**src/rtl/sorted_priority_queue_macros.svh**
```systemverilog
// ----------------------------------------------------------------------------
// sorted_priority_queue_macros
// Assertion helpers for the sorted priority queue RTL.
// ----------------------------------------------------------------------------
`ifndef SORTED_PRIORITY_QUEUE_MACROS_SVH
`define SORTED_PRIORITY_QUEUE_MACROS_SVH

// Same-cycle implication, held off during reset.
`define SPQ_ASSERT_IMPL(name, clk, rst_n, ante, cons) \
    name: assert property (@(posedge clk) disable iff (!rst_n) (ante) |-> (cons)) \
        else $error("sorted_priority_queue: same-cycle check failed");

// Next-cycle implication, held off during reset.
`define SPQ_ASSERT_NEXT(name, clk, rst_n, ante, cons) \
    name: assert property (@(posedge clk) disable iff (!rst_n) (ante) |=> (cons)) \
        else $error("sorted_priority_queue: next-cycle check failed");

`endif

```
**src/rtl/spq_pkg.sv**
```systemverilog
// ----------------------------------------------------------------------------
// spq_pkg
// Types and codes shared by the sorted priority queue and its cells.
// ----------------------------------------------------------------------------
package spq_pkg;

    typedef enum logic {
        OP_INSERT = 1'b0,
        OP_REMOVE = 1'b1
    } t_opcode;

    typedef enum logic [1:0] {
        ST_DONE  = 2'd0,
        ST_FULL  = 2'd1,
        ST_EMPTY = 2'd2
    } t_status;

    localparam int PRI_W = 8;
    localparam int TAG_W = 16;
    localparam int CNT_OUT_W = 5;

    // One input transaction
    typedef struct packed {
        t_opcode           opcode;
        logic [PRI_W-1:0]  new_priority;
        logic [TAG_W-1:0]  new_tag;
    } t_in;

    // One result transaction
    typedef struct packed {
        t_status               status;
        logic [PRI_W-1:0]      removed_priority;
        logic [TAG_W-1:0]      removed_tag;
        logic                  head_valid;
        logic [PRI_W-1:0]      head_priority;
        logic [TAG_W-1:0]      head_tag;
        logic [CNT_OUT_W-1:0]  entry_count;
    } t_out;

    // Content of one cell
    typedef struct packed {
        logic              valid;
        logic [PRI_W-1:0]  pri;
        logic [TAG_W-1:0]  tag;
    } t_entry;

    // Broadcast control from the queue front end to every cell
    typedef struct packed {
        logic              ins;
        logic              rem;
        logic [PRI_W-1:0]  pri;
        logic [TAG_W-1:0]  tag;
    } t_cell_ctl;

endpackage

```
**src/rtl/spq_cell.sv**
```systemverilog
// ----------------------------------------------------------------------------
// spq_cell
// One slot of the sorted chain: holds an entry and either keeps it, takes
// the new entry, takes its left neighbor (insert) or its right neighbor
// (remove).
// ----------------------------------------------------------------------------
module spq_cell (
    input  logic              i_clk,
    input  logic              i_rst_n,
    input  spq_pkg::t_cell_ctl i_ctl,
    input  spq_pkg::t_entry   i_prev,
    input  logic              i_prev_keep,
    input  spq_pkg::t_entry   i_next,
    output spq_pkg::t_entry   o_entry,
    output logic              o_keep
);
    import spq_pkg::*;

    logic              r_valid;
    logic [PRI_W-1:0]  r_pri;
    logic [TAG_W-1:0]  r_tag;
    logic              n_valid;
    logic [PRI_W-1:0]  n_pri;
    logic [TAG_W-1:0]  n_tag;

    assign o_entry = '{valid: r_valid, pri: r_pri, tag: r_tag};

    // Entry stays put when it is at least as urgent as the new one
    assign o_keep = r_valid && (r_pri <= i_ctl.pri);

    // Next content
    always_comb begin
        n_valid = r_valid;
        n_pri   = r_pri;
        n_tag   = r_tag;
        if (i_ctl.ins) begin
            if (o_keep) begin
                n_valid = r_valid;
            end else if (i_prev_keep) begin
                n_valid = 1'b1;
                n_pri   = i_ctl.pri;
                n_tag   = i_ctl.tag;
            end else begin
                n_valid = i_prev.valid;
                n_pri   = i_prev.pri;
                n_tag   = i_prev.tag;
            end
        end else if (i_ctl.rem) begin
            n_valid = i_next.valid;
            n_pri   = i_next.pri;
            n_tag   = i_next.tag;
        end
    end

    // Occupancy bit
    always_ff @(posedge i_clk) begin
        if (!i_rst_n) begin
            r_valid <= 1'b0;
        end else begin
            r_valid <= n_valid;
        end
    end

    // Payload
    always_ff @(posedge i_clk) begin
        r_pri <= n_pri;
        r_tag <= n_tag;
    end

endmodule

```
**src/rtl/sorted_priority_queue.sv**
```systemverilog
// ----------------------------------------------------------------------------
// sorted_priority_queue
// Bounded priority queue kept sorted in a chain of DEPTH cells.
// ----------------------------------------------------------------------------
// Usage:
//   Input channel (i_in_valid / o_in_stall / i_in_data) carries one command
//   per transaction: insert an entry (priority, tag) or remove the head.
//   Lower priority numbers are more urgent; equal priorities leave in
//   arrival order.
//   Output channel (o_out_valid / i_out_stall / o_out_data) returns exactly
//   one result per command: status, the removed entry (zero if none), the
//   head after the command (zero when empty) and the entry count.
//   The result is registered and presented in the cycle after the command is taken.
//   Throughput: one command per cycle while the receiver does not stall. All
//   cells compare against the new priority in parallel and shift by one slot
//   in the same cycle. A full insert is rejected (status full), a remove on an
//   empty queue is flagged (status empty); neither changes the contents.
//   Reset clears the count and every cell's occupancy bit.
//   While the receiver stalls a pending result, the result register holds and
//   o_in_stall is raised, so no further command is taken until the result is taken.
// ----------------------------------------------------------------------------
module sorted_priority_queue #(
    parameter int DEPTH = 16
) (
    input  logic          i_clk,
    input  logic          i_rst_n,
    input  logic          i_in_valid,
    output logic          o_in_stall,
    input  spq_pkg::t_in  i_in_data,
    output logic          o_out_valid,
    input  logic          i_out_stall,
    output spq_pkg::t_out o_out_data
);
    import spq_pkg::*;

    localparam int CW = $clog2(DEPTH + 1);

    logic            r_out_valid;
    t_out            r_out_data;
    t_out            n_out_data;
    logic [CW-1:0]   r_count;
    logic [CW-1:0]   n_count;

    logic            w_accept;
    logic            w_full;
    logic            w_empty;
    t_cell_ctl       w_ctl;
    t_entry          w_cell [DEPTH];
    logic            w_keep [DEPTH];
    logic [DEPTH-1:0] w_valid_vec;
    logic [DEPTH-2:0] w_order;
    t_entry          w_head;

    // Handshake
    assign o_in_stall  = r_out_valid && i_out_stall;
    assign w_accept    = i_in_valid && !o_in_stall;
    assign o_out_valid = r_out_valid;
    assign o_out_data  = r_out_data;

    assign w_full  = (r_count == CW'(DEPTH));
    assign w_empty = (r_count == '0);

    // Command broadcast to the chain
    always_comb begin
        w_ctl.ins = w_accept && (i_in_data.opcode == OP_INSERT) && !w_full;
        w_ctl.rem = w_accept && (i_in_data.opcode == OP_REMOVE) && !w_empty;
        w_ctl.pri = i_in_data.new_priority;
        w_ctl.tag = i_in_data.new_tag;
    end

    // Cell chain
    for (genvar g = 0; g < DEPTH; g++) begin : g_cell
        t_entry w_prev;
        t_entry w_next;
        logic   w_prev_keep;

        if (g == 0) begin : g_first
            assign w_prev      = '0;
            assign w_prev_keep = 1'b1;
        end else begin : g_mid
            assign w_prev      = w_cell[g-1];
            assign w_prev_keep = w_keep[g-1];
        end

        if (g == DEPTH - 1) begin : g_last
            assign w_next = '0;
        end else begin : g_inner
            assign w_next = w_cell[g+1];
        end

        spq_cell u_cell (
            .i_clk       (i_clk),
            .i_rst_n     (i_rst_n),
            .i_ctl       (w_ctl),
            .i_prev      (w_prev),
            .i_prev_keep (w_prev_keep),
            .i_next      (w_next),
            .o_entry     (w_cell[g]),
            .o_keep      (w_keep[g])
        );

        assign w_valid_vec[g] = w_cell[g].valid;
    end

    // Sorted-order flags for checking
    for (genvar g = 0; g < DEPTH - 1; g++) begin : g_order
        assign w_order[g] = !w_cell[g+1].valid || (w_cell[g].pri <= w_cell[g+1].pri);
    end

    // Head after this command
    always_comb begin
        w_head = w_cell[0];
        if (w_ctl.ins) begin
            if (!w_keep[0]) begin
                w_head = '{valid: 1'b1, pri: w_ctl.pri, tag: w_ctl.tag};
            end
        end else if (w_ctl.rem) begin
            w_head = w_cell[1];
        end
    end

    // Count and result
    always_comb begin
        n_count = r_count;
        if (w_ctl.ins) begin
            n_count = r_count + 1'b1;
        end else if (w_ctl.rem) begin
            n_count = r_count - 1'b1;
        end

        n_out_data                  = '0;
        n_out_data.status           = ST_DONE;
        if (i_in_data.opcode == OP_INSERT) begin
            if (w_full) begin
                n_out_data.status = ST_FULL;
            end
        end else begin
            if (w_empty) begin
                n_out_data.status = ST_EMPTY;
            end else begin
                n_out_data.removed_priority = w_cell[0].pri;
                n_out_data.removed_tag      = w_cell[0].tag;
            end
        end
        if (w_head.valid) begin
            n_out_data.head_valid    = 1'b1;
            n_out_data.head_priority = w_head.pri;
            n_out_data.head_tag      = w_head.tag;
        end
        n_out_data.entry_count = CNT_OUT_W'(n_count);
    end

    // Control registers
    always_ff @(posedge i_clk) begin
        if (!i_rst_n) begin
            r_count     <= '0;
            r_out_valid <= 1'b0;
        end else begin
            r_count <= n_count;
            if (w_accept) begin
                r_out_valid <= 1'b1;
            end else if (!i_out_stall) begin
                r_out_valid <= 1'b0;
            end
        end
    end

    // Result payload
    always_ff @(posedge i_clk) begin
        if (w_accept) begin
            r_out_data <= n_out_data;
        end
    end

    // Checks
    `include "sorted_priority_queue_macros.svh"

    `SPQ_ASSERT_IMPL(a_count_max, i_clk, i_rst_n, 1'b1, r_count <= CW'(DEPTH))
    `SPQ_ASSERT_IMPL(a_count_cells, i_clk, i_rst_n, 1'b1, $countones(w_valid_vec) == int'(r_count))
    `SPQ_ASSERT_IMPL(a_sorted, i_clk, i_rst_n, 1'b1, &w_order)
    `SPQ_ASSERT_NEXT(a_ins_grows, i_clk, i_rst_n, w_ctl.ins, r_count == $past(r_count) + 1'b1)
    `SPQ_ASSERT_NEXT(a_rem_head, i_clk, i_rst_n, w_ctl.rem, r_out_data.removed_tag == $past(w_cell[0].tag))

endmodule

```
**config.mk**
```make
export PLATFORM = sky130hd
export DESIGN_NAME = sorted_priority_queue
export DESIGN_NICKNAME = d
export VERILOG_FILES = /design/src/rtl/spq_pkg.sv /design/src/rtl/spq_cell.sv /design/src/rtl/sorted_priority_queue.sv
export VERILOG_INCLUDE_DIRS = /design/src /design/src/rtl
export SDC_FILE = /design/constraint.sdc
export NUM_CORES = 1
export LEC_CHECK = 0
export ABC_AREA = 1
export ABC_CLOCK_PERIOD_IN_PS = 8600
export BUFFER_PORTS_ARGS = -buffer_cell sky130_fd_sc_hd__buf_4
export CAP_MARGIN = 20
export CORE_ASPECT_RATIO = 1.1
export CORE_MARGIN = 1.5
export CORE_UTILIZATION = 35
export CTS_CLUSTER_SIZE = 28
export DETAILED_ROUTE_END_ITERATION = 8
export HOLD_SLACK_MARGIN = 0.15
export PLACE_DENSITY = 0.55
export SYNTH_ARGS = -nofsm -noshare
export SYNTH_HDL_FRONTEND = slang
export SYNTH_SLANG_ARGS = --single-unit
```
**constraint.sdc**
```tcl
create_clock -name i_clk -period 8.6 [get_ports i_clk]
set_input_delay 1.72 -clock i_clk [delete_from_list [all_inputs] [get_ports i_clk]]
set_output_delay 1.72 -clock i_clk [all_outputs]
set_load 0.02 [all_outputs]
```
======== Yosys cells after proc, flatten, opt, wreduce, memory -nomap -nowiden ========
Index checks and enable logic that the tools add are counted.
word-level totals
  register bits after elaboration ......... 462
  input port bits ......................... 29
operators by class
  add/subtract/negate cells ............... 2
  magnitude comparators ................... 16
  eq/ne operators ......................... 18
  mux-type cells .......................... 200
  bitwise logic cells ..................... 1
  reduce and logical (&&, ||, !) cells .... 44
operator list
  kind                                                                 count
  16-bit 2-to-1 mux                                                    63
  8-bit 2-to-1 mux                                                     63
  8-bit less-or-equal comparator                                       16
  25-bit 2-to-1 mux                                                    4
  1-bit 2-to-1 mux                                                     66
  2-bit != test (second input constant)                                16
  2-bit AND reduction                                                  16
  1-bit logical AND                                                    22
  5-bit 2-to-1 mux                                                     2
  5-bit by 1-bit adder with 5-bit output (second input constant)       1
  5-bit equality test (second input constant)                          1
  5-bit zero test                                                      1
  5-bit by 1-bit subtractor with 5-bit output (second input constant)  1
  2-bit 2-to-1 mux                                                     2
  1-bit zero test                                                      3
  2-bit by 1-bit != test with 1-bit output (second input constant)     1
  2-bit nonzero test                                                   1
  2-bit OR reduction                                                   1
  1-bit inverter                                                       1

======== Logic depth before layout (Yosys ltp) ========
Gate-level depths: netlist (run 1).
  depth after elaboration ................. 8
  gate-level depth with buffers ........... 15
  gate-level depth less buffers ........... 14

======== By module ========
From an unflattened synthesis (run 1), not the netlist that was laid out.
second synthesis, totals
  cells, all modules ...................... 3,227
  area total of the unflattened synthesis .. 27,669.0 um2
modules (own cells, without submodules)
  module                            times used  cells each  area an instance (um2)  sequential area each (um2)
  spq_cell at g_cell[1].u_cell ...  9           180         1,527.7                 740.7
  spq_cell at g_cell[0].u_cell ...  6           180         1,521.5                 740.7
  sorted_priority_queue             1           347         3,280.6                 1,801.7
  spq_cell at g_cell[10].u_cell     1           180         1,510.2                 740.7

======== Worst setup path after synthesis (run 1) ========
Ideal clock, no wire load.
  path kind ............................... input port to flip-flop
  start ................................... input port i_in_data[19] in the netlist's numbering
  end ..................................... register g_cell[14].u_cell.r_pri[0], enable pin
  data arrival time ....................... 4.713 ns
  slack ................................... 3.474 ns
  cell stages on the path ................. 12
  buffers on the path ..................... 2
  cells stage by stage .................... inv_1 clkbuf_1 ha_1 nand2_1 o21ai_0 nand2_1 nand2_1 nand2_1 nand2_1 inv_2 buf_2 a21oi_1
between the ends
  cells in the longest elaborated chain, start to end .. 4
RTL lines
  item                                  RTL line                     text
  start: declaration                    sorted_priority_queue.sv:29  input spq_pkg::t_in i_in_data,
  8-bit less-or-equal comparator        spq_cell.sv:29               assign o_keep = r_valid && (r_pri <= i_ctl.pri);
  1-bit logical AND                     spq_cell.sv:29
  2-bit != test (no source line)        n/a
  2-bit AND reduction (no source line)  n/a
  end signal: assignment                spq_cell.sv:66               r_pri <= n_pri;
  end: declaration                      spq_cell.sv:20               logic [PRI_W-1:0] r_pri;
Every way passes these cells.
A chain may end at the register's enable or synchronous reset.

======== Worst setup path after layout (run 1) ========
  start ................................... input port i_in_data[19] in the netlist's numbering
  end ..................................... register g_cell[14].u_cell.r_pri[3], enable pin
The elaborated chain is that of the path after synthesis.

==> metrics, run 1 <==
status complete, no violations; ys async rst share 0%; area grow syn2layout 11.34%; vias in the first global route between 20,000 and 25,000; core area approximately 0.08 mm²; Yosys top cell area share between 40% and 50%; initial antenna violation count 1; VDD IR-drop max between 0.1 and 0.15 mV; Final nets 3,713; share of cells above drive strength 1 6.900%; synthesized instance count between 3,000 and 4,000; TritonCTS clock tree built; Least-Margin Pin Slew about 1.2 ns; clk_skew approximately 0.024 ns; DR iter-0 viols between 2,000 and 2,500; clock latency on the worst-skew pair roughly 0.63 ns; Routed Antenna Nets 0; GR Util All Layers between 20% and 30%; cts repair resizes 0; grt total ovfl 0; final core occ between 30% and 40%; syn avg cell area 7.857 µm²; hold buffer count at CTS 0; worst hold path type reg -> reg; setup violators final 0; fin crit period between 4 and 5 ns; Vias/cell ~5.3; I/O Buffers 86; slew margin rel. approximately a fifth; CTS root buf clkbuf_16; Die H around 300 µm; Post-synth top flop edfxtp_1; Seq/Total Area, Yosys 48.52%; CP endpoint g_cell[14].u_cell.r_pri[3]; PwrDens 218.1 mW/mm²; DRC Markers 0; Startpoint Class input port; # diodes 0; R2R Path Start r_count[1]; Clock Pin Slew Worst Setup and Hold Paths 0.06 ns; final hold vios 0; Post-CTS Setup Bufs 0; synth unique cells 28; Synth area leaders edfxtp_1 47%, nand2_1 16%, nand3_1 13%; initial core utilization around 36%; # IOs 87; HPWL Detailed between 60 and 70 mm; RSZ-0062 raised after global routing false; DRT Pass-1 Iters 6; DR WL/cell between 20 and 25 µm; via count of the routed design 24,747; Max Transition Viols Final 0; yosys warns 0; Worst Setup SP i_in_data[19]; first-pass GRT wire length around 140 mm; area leader, netlist edfxtp_1; Horiz. Die Dim between 200 and 300 µm; R2R depth 10; Num Clock Sinks 462; Critical Path AT between 4 and 5 ns; Post-Synthesis Cell Area 0.02814 mm²; reg2reg end g_cell[6].u_cell.r_pri[6]; gp weighted congestion about 0.84; WHS Path Cells 2; Max Buffers Root-to-Sink 3; CTS H-tree lvls 2; die area 0.08210 mm²; fmax roughly 220 MHz; r2r setup slk a little under 5 ns; max_cap viols 0; CP endpoint kind register; total CTS buffers 55; largest net degree at the start of global routing around 150; Setup CP Type in -> reg; EDFF count, synth 440; Leak Pwr roughly 15 nW; Rows 108; #FFs+latches synth between 400 and 500; syn nets approximately 3,700; period utilization between 50% and 60%; total routed wirelength approximately 96 mm; setup_tns 0 ns; Crit path required time 8.85 ns; crit-path max FO 31
[worst min path at each step]
stage               slack [ns]                       from                         to
floorplan                 0.47  g_cell[15].u_cell.r_valid  g_cell[15].u_cell.r_valid
global placement          0.50                o_out_valid                o_out_valid
detailed placement        0.51  g_cell[15].u_cell.r_valid  g_cell[15].u_cell.r_valid
CTS                       0.52  g_cell[15].u_cell.r_valid  g_cell[15].u_cell.r_valid
global route              0.53  g_cell[15].u_cell.r_valid  g_cell[15].u_cell.r_valid
finish                    0.52                o_out_valid                o_out_valid
[power breakdown]
group | total, mW | internal (mW) | leakage, nW | switching (mW)
sequential | 3.03 | 2.84 | 4.39 | 0.191
clock | 2.22 | 1.24 | 0.803 | 0.982
combinational | 1.57 | 0.462 | 9.66 | 1.11
[kinds of logic (layout without fill, tap and decap cells)]
| logic type | count (synthesis) | count (layout) | share of synthesized area (%) |
|---|---|---|---|
| AND/OR/NAND/NOR | 2019 | 2019 | 30.30 |
| XOR/XNOR | 4 | 4 | 0.1245 |
| buffers and inverters | 683 | 696 | 9.663 |
| adder cells (fa/ha/maj) | 130 | 130 | 5.781 |
| AO/OA/AOI/OAI | 277 | 277 | 5.398 |
| flip-flops | 462 | 462 | 48.52 |
| multiplexers | 6 | 6 | 0.2135 |
[synth_stat cells, types with 2 or more instances]
cell         n
nand2_1   1187
nand3_1    706
inv_1      443
edfxtp_1   440
ha_1       130
clkbuf_1   123
a21oi_1    110
o21ai_0    110
nor2_1     104
buf_2       91
a22oi_1     24
dfxtp_1     22
nand4_1     16
a31oi_1     15
buf_1       14
o21a_1      14
mux2i_1      6
buf_4        5
inv_2        4
xor2_1       4
a21o_1       3
buf_6        3
nand2_2      2
[layer usage]
metal / GRT usage, % / routed length [µm] / vias to the layer above / part of all wire [%]
li1: - / - / 11729 / -
met1: 30.03 / 39910 / 11951 / 42
met2: 38.44 / 45880 / 885 / 48
met3: 3.764 / 6582 / 182 / 6.9
met4: 7.419 / 3214 / 0 / 3.4
met5: 0 / 0 / - / 0
[sequential cells by signal, indices dropped and copies added (netlist names)]
| name | cells |
|---|---|
| g_cell.u_cell.r_pri | 128 |
| g_cell.u_cell.r_tag | 256 |
| g_cell.u_cell.r_valid | 16 |
| o_out_data | 56 |
| o_out_valid | 1 |
| r_count | 5 |
[per-stage QoR]
step	hold slack, ns	setup WS (ns)	cells	power, mW	instance area, µm²
after global placement	0.5042	3.381	4541	4.619	29660
after detailed placement	0.5109	3.389	4542	4.636	29690
final	0.5189	4.019	4639	6.832	31330
after CTS	0.5189	4.049	4639	6.856	31330
after floorplan	0.4692	3.474	3581	4.064	28140
after global routing	0.5320	3.803	4639	7.149	31330
[layout by cell type (no fill, tap or decap), types with 16 or more instances in the layout]
cell	Yosys	final
a21oi_1	110	109
a22oi_1	24	24
buf_4	5	150
clkbuf_16	0	56
dfxtp_1	22	22
edfxtp_1	440	440
ha_1	130	130
inv_1	443	442
nand2_1	1187	1186
nand3_1	706	706
nand4_1	16	16
nor2_1	104	104
o21ai_0	110	110
[final cells by class]
| class | instances | area (µm²) |
|---|---|---|
| clock buffer | 71 | 1458 |
| clock inverter | 26 | 178.9 |
| multi-input combinational | 2436 | 11870 |
| timing repair buffer | 152 | 1174 |
| tap | 1045 | 1308 |
| sequential | 462 | 13650 |
| fill | 8328 | 47860 |
| inverter | 447 | 1685 |
[critical path, cell delays in order]
cell and delay, ns:
buf_4 0.12, inv_1 0.04, buf_4 0.46, ha_1 0.26, nand2_1 0.06, o21ai_0 0.15, nand2_1 0.07, nand2_1 0.06
nand2_1 0.09, nand2_1 0.57, inv_2 0.41, a21oi_4 0.77
Note: power is estimated with default switching activity, not from simulation.
==> inputs of run 2 (changes only) <==
--- a/config.mk
+++ b/config.mk
@@ -7,7 +7,7 @@
 export NUM_CORES = 1
 export LEC_CHECK = 0
 export ABC_AREA = 1
-export ABC_CLOCK_PERIOD_IN_PS = 8600
+export ABC_CLOCK_PERIOD_IN_PS = 3800
 export BUFFER_PORTS_ARGS = -buffer_cell sky130_fd_sc_hd__buf_4
 export CAP_MARGIN = 20
 export CORE_ASPECT_RATIO = 1.1
@@ -16,7 +16,7 @@
 export CTS_CLUSTER_SIZE = 28
 export DETAILED_ROUTE_END_ITERATION = 8
 export HOLD_SLACK_MARGIN = 0.15
-export PLACE_DENSITY = 0.55
+export PLACE_DENSITY = 0.57
 export SYNTH_ARGS = -nofsm -noshare
 export SYNTH_HDL_FRONTEND = slang
 export SYNTH_SLANG_ARGS = --single-unit
==> constraint.sdc (replaced) <==
create_clock -name i_clk -period 3.8 [get_ports i_clk]
set_input_delay 0.76 -clock i_clk [delete_from_list [all_inputs] [get_ports i_clk]]
set_output_delay 0.76 -clock i_clk [all_outputs]
set_load 0.02 [all_outputs]
==> metrics, run 2 (synthesized netlist as in run 1, its figures left out) <==
Hold Crit Start i_in_data[24]; period utilization between 70% and 80%; initial core utilization 35.53%; Least-Margin Pin Slew around 1.2 ns; CP top delay family buffers and inverters; area grow syn2layout 12.83%; total CTS buffers 53; hold buffer count at CTS 0; reg2reg end g_cell[11].u_cell.r_tag[6]; max FFs per register between 200 and 300; Max Transition Viols Final 0; clock latency on the worst-skew pair around 0.63 ns; PwrDens 488.2 mW/mm²; Final Instance Count excl. Fillers approximately 4,700; status complete, no violations; grt total ovfl 0; Clock Pin Slew Worst Setup and Hold Paths ~0.060 ns; VDD IR-drop max 0.3383 mV; DRT Pass-1 Iters 6; gp weighted congestion between 0.8 and 0.9; die area ~0.082 mm²; Hold EP o_out_data[54]; Startpoint Class register; Rows about 110; setup violators final 0; I/O Buffers 86; pre-CTS setup slack 0.4778 ns; crit path cell chain inv_1, ha_1, inv_1, nor3_2, nand2_1, nand2_2, nand2_4, inv_2, buf_4, a31oi_2, buf_4; core area about 0.079 mm²; DP Area ~0.030 mm²; TritonCTS clock tree built; Worst Setup SP r_count[0]; # diodes 0; via count of the routed design around 25,000; DR WL/cell ~20 µm; Crit path required time between 4 and 5 ns; WHS Path Cells 2; Critical Path AT 3.21 ns; r2r setup slk roughly 0.9 ns; R2R depth 11; final core occ between 40 and 50%; Crit path largest cell delay between 0.6 and 0.7 ns; max_cap viols 0; CTS H-tree lvls 2; clk_skew 0.02432 ns; crit-path max FO 32; CP bufs+invs 5; Max Buffers Root-to-Sink 3; # IOs 87; RSZ-0062 raised after global routing false; final setup margin just over 0.9 ns; HPWL Detailed roughly 63 mm; DRC Markers 0; fin crit period 2.886 ns; slowest CP cell buf_4; Final Cell Area about 0.032 mm²; vias in the first global route roughly 23,000; Min Hold Slack approximately 0.44 ns; largest net degree at the start of global routing 202; R2R Path Start r_count[0]; slew margin rel. a little under a quarter; commonest non-fill, non-tap cells in the layout 1,186 x nand2_1, 706 x nand3_1, 442 x inv_1, 440 x edfxtp_1, 175 x buf_4; GR Util All Layers 22.19%; Largest Register g_cell.u_cell.r_tag; share of cells above drive strength 1 ~8%; CTS root buf clkbuf_16; first-pass GRT wire length between 100 and 150 mm; most common cell after layout, fill and taps aside nand2_1; worst hold path type in -> reg; Num Clock Sinks 462; DR iter-0 viols 2,404; Horiz. Die Dim ~270 µm; Routed Antenna Nets 0; Leak Pwr 15.10 nW; Final nets 3,747; Setup CP Type reg -> reg; dpl cells ~4,600; Post-CTS Setup Bufs 0; total routed wirelength 92.25 mm; CP endpoint kind register; Vias/cell about 5.3; cts repair resizes 0; Final Power between 15 and 20 mW; initial antenna violation count 1; final hold vios 0; fmax roughly 350 MHz; setup_tns 0 ns; Die H 300.4 µm
-- run 2: cell types whose count changed in the layout (fill, tap and decap cells not counted), moves of 2 or more --
cell       previous run  this run
clkbuf_8              0         3
clkbuf_16            56        54
buf_4               150       175
clkinv_2              9        13
buf_12                1        12
clkinv_1             13        11
-- run 2: worst max-delay path by stage --
stage,endpoint,slack (ns),cells past startpoint
final,g_cell[11].u_cell.r_tag[6],0.91,11
after global routing,g_cell[8].u_cell.r_valid,0.71,13
after CTS,g_cell[12].u_cell.r_pri[2],0.91,11
after detailed placement,g_cell[1].u_cell.r_pri[6],0.48,12
after global placement,g_cell[1].u_cell.r_pri[6],0.41,13
after floorplan,g_cell[14].u_cell.r_pri[0],0.11,12
-- run 2: where the power goes --
group	switching, mW	leakage, nW	internal (mW)
registers	0.514	4.39	6.43
clock network	2.24	0.817	2.81
logic	2.39	9.89	1.11
-- run 2: cell type report --
cell class	count	area, µm²
multi-input combinational	2436	11860
timing repair buffer	188	1582
inverter	447	1685
sequential	462	13650
clock inverter	29	210.2
fill	8242	47440
clock buffer	71	1445
tap	1045	1308
-- run 2: layer usage --
layer  GRT usage, %  up-vias  part of all wire (%)
li1               -    11809                     -
met1          29.87    11761                    43
met2          36.71      965                    47
met3          2.911      176                   6.5
met4          7.537        0                   3.3
met5              0        -                     0
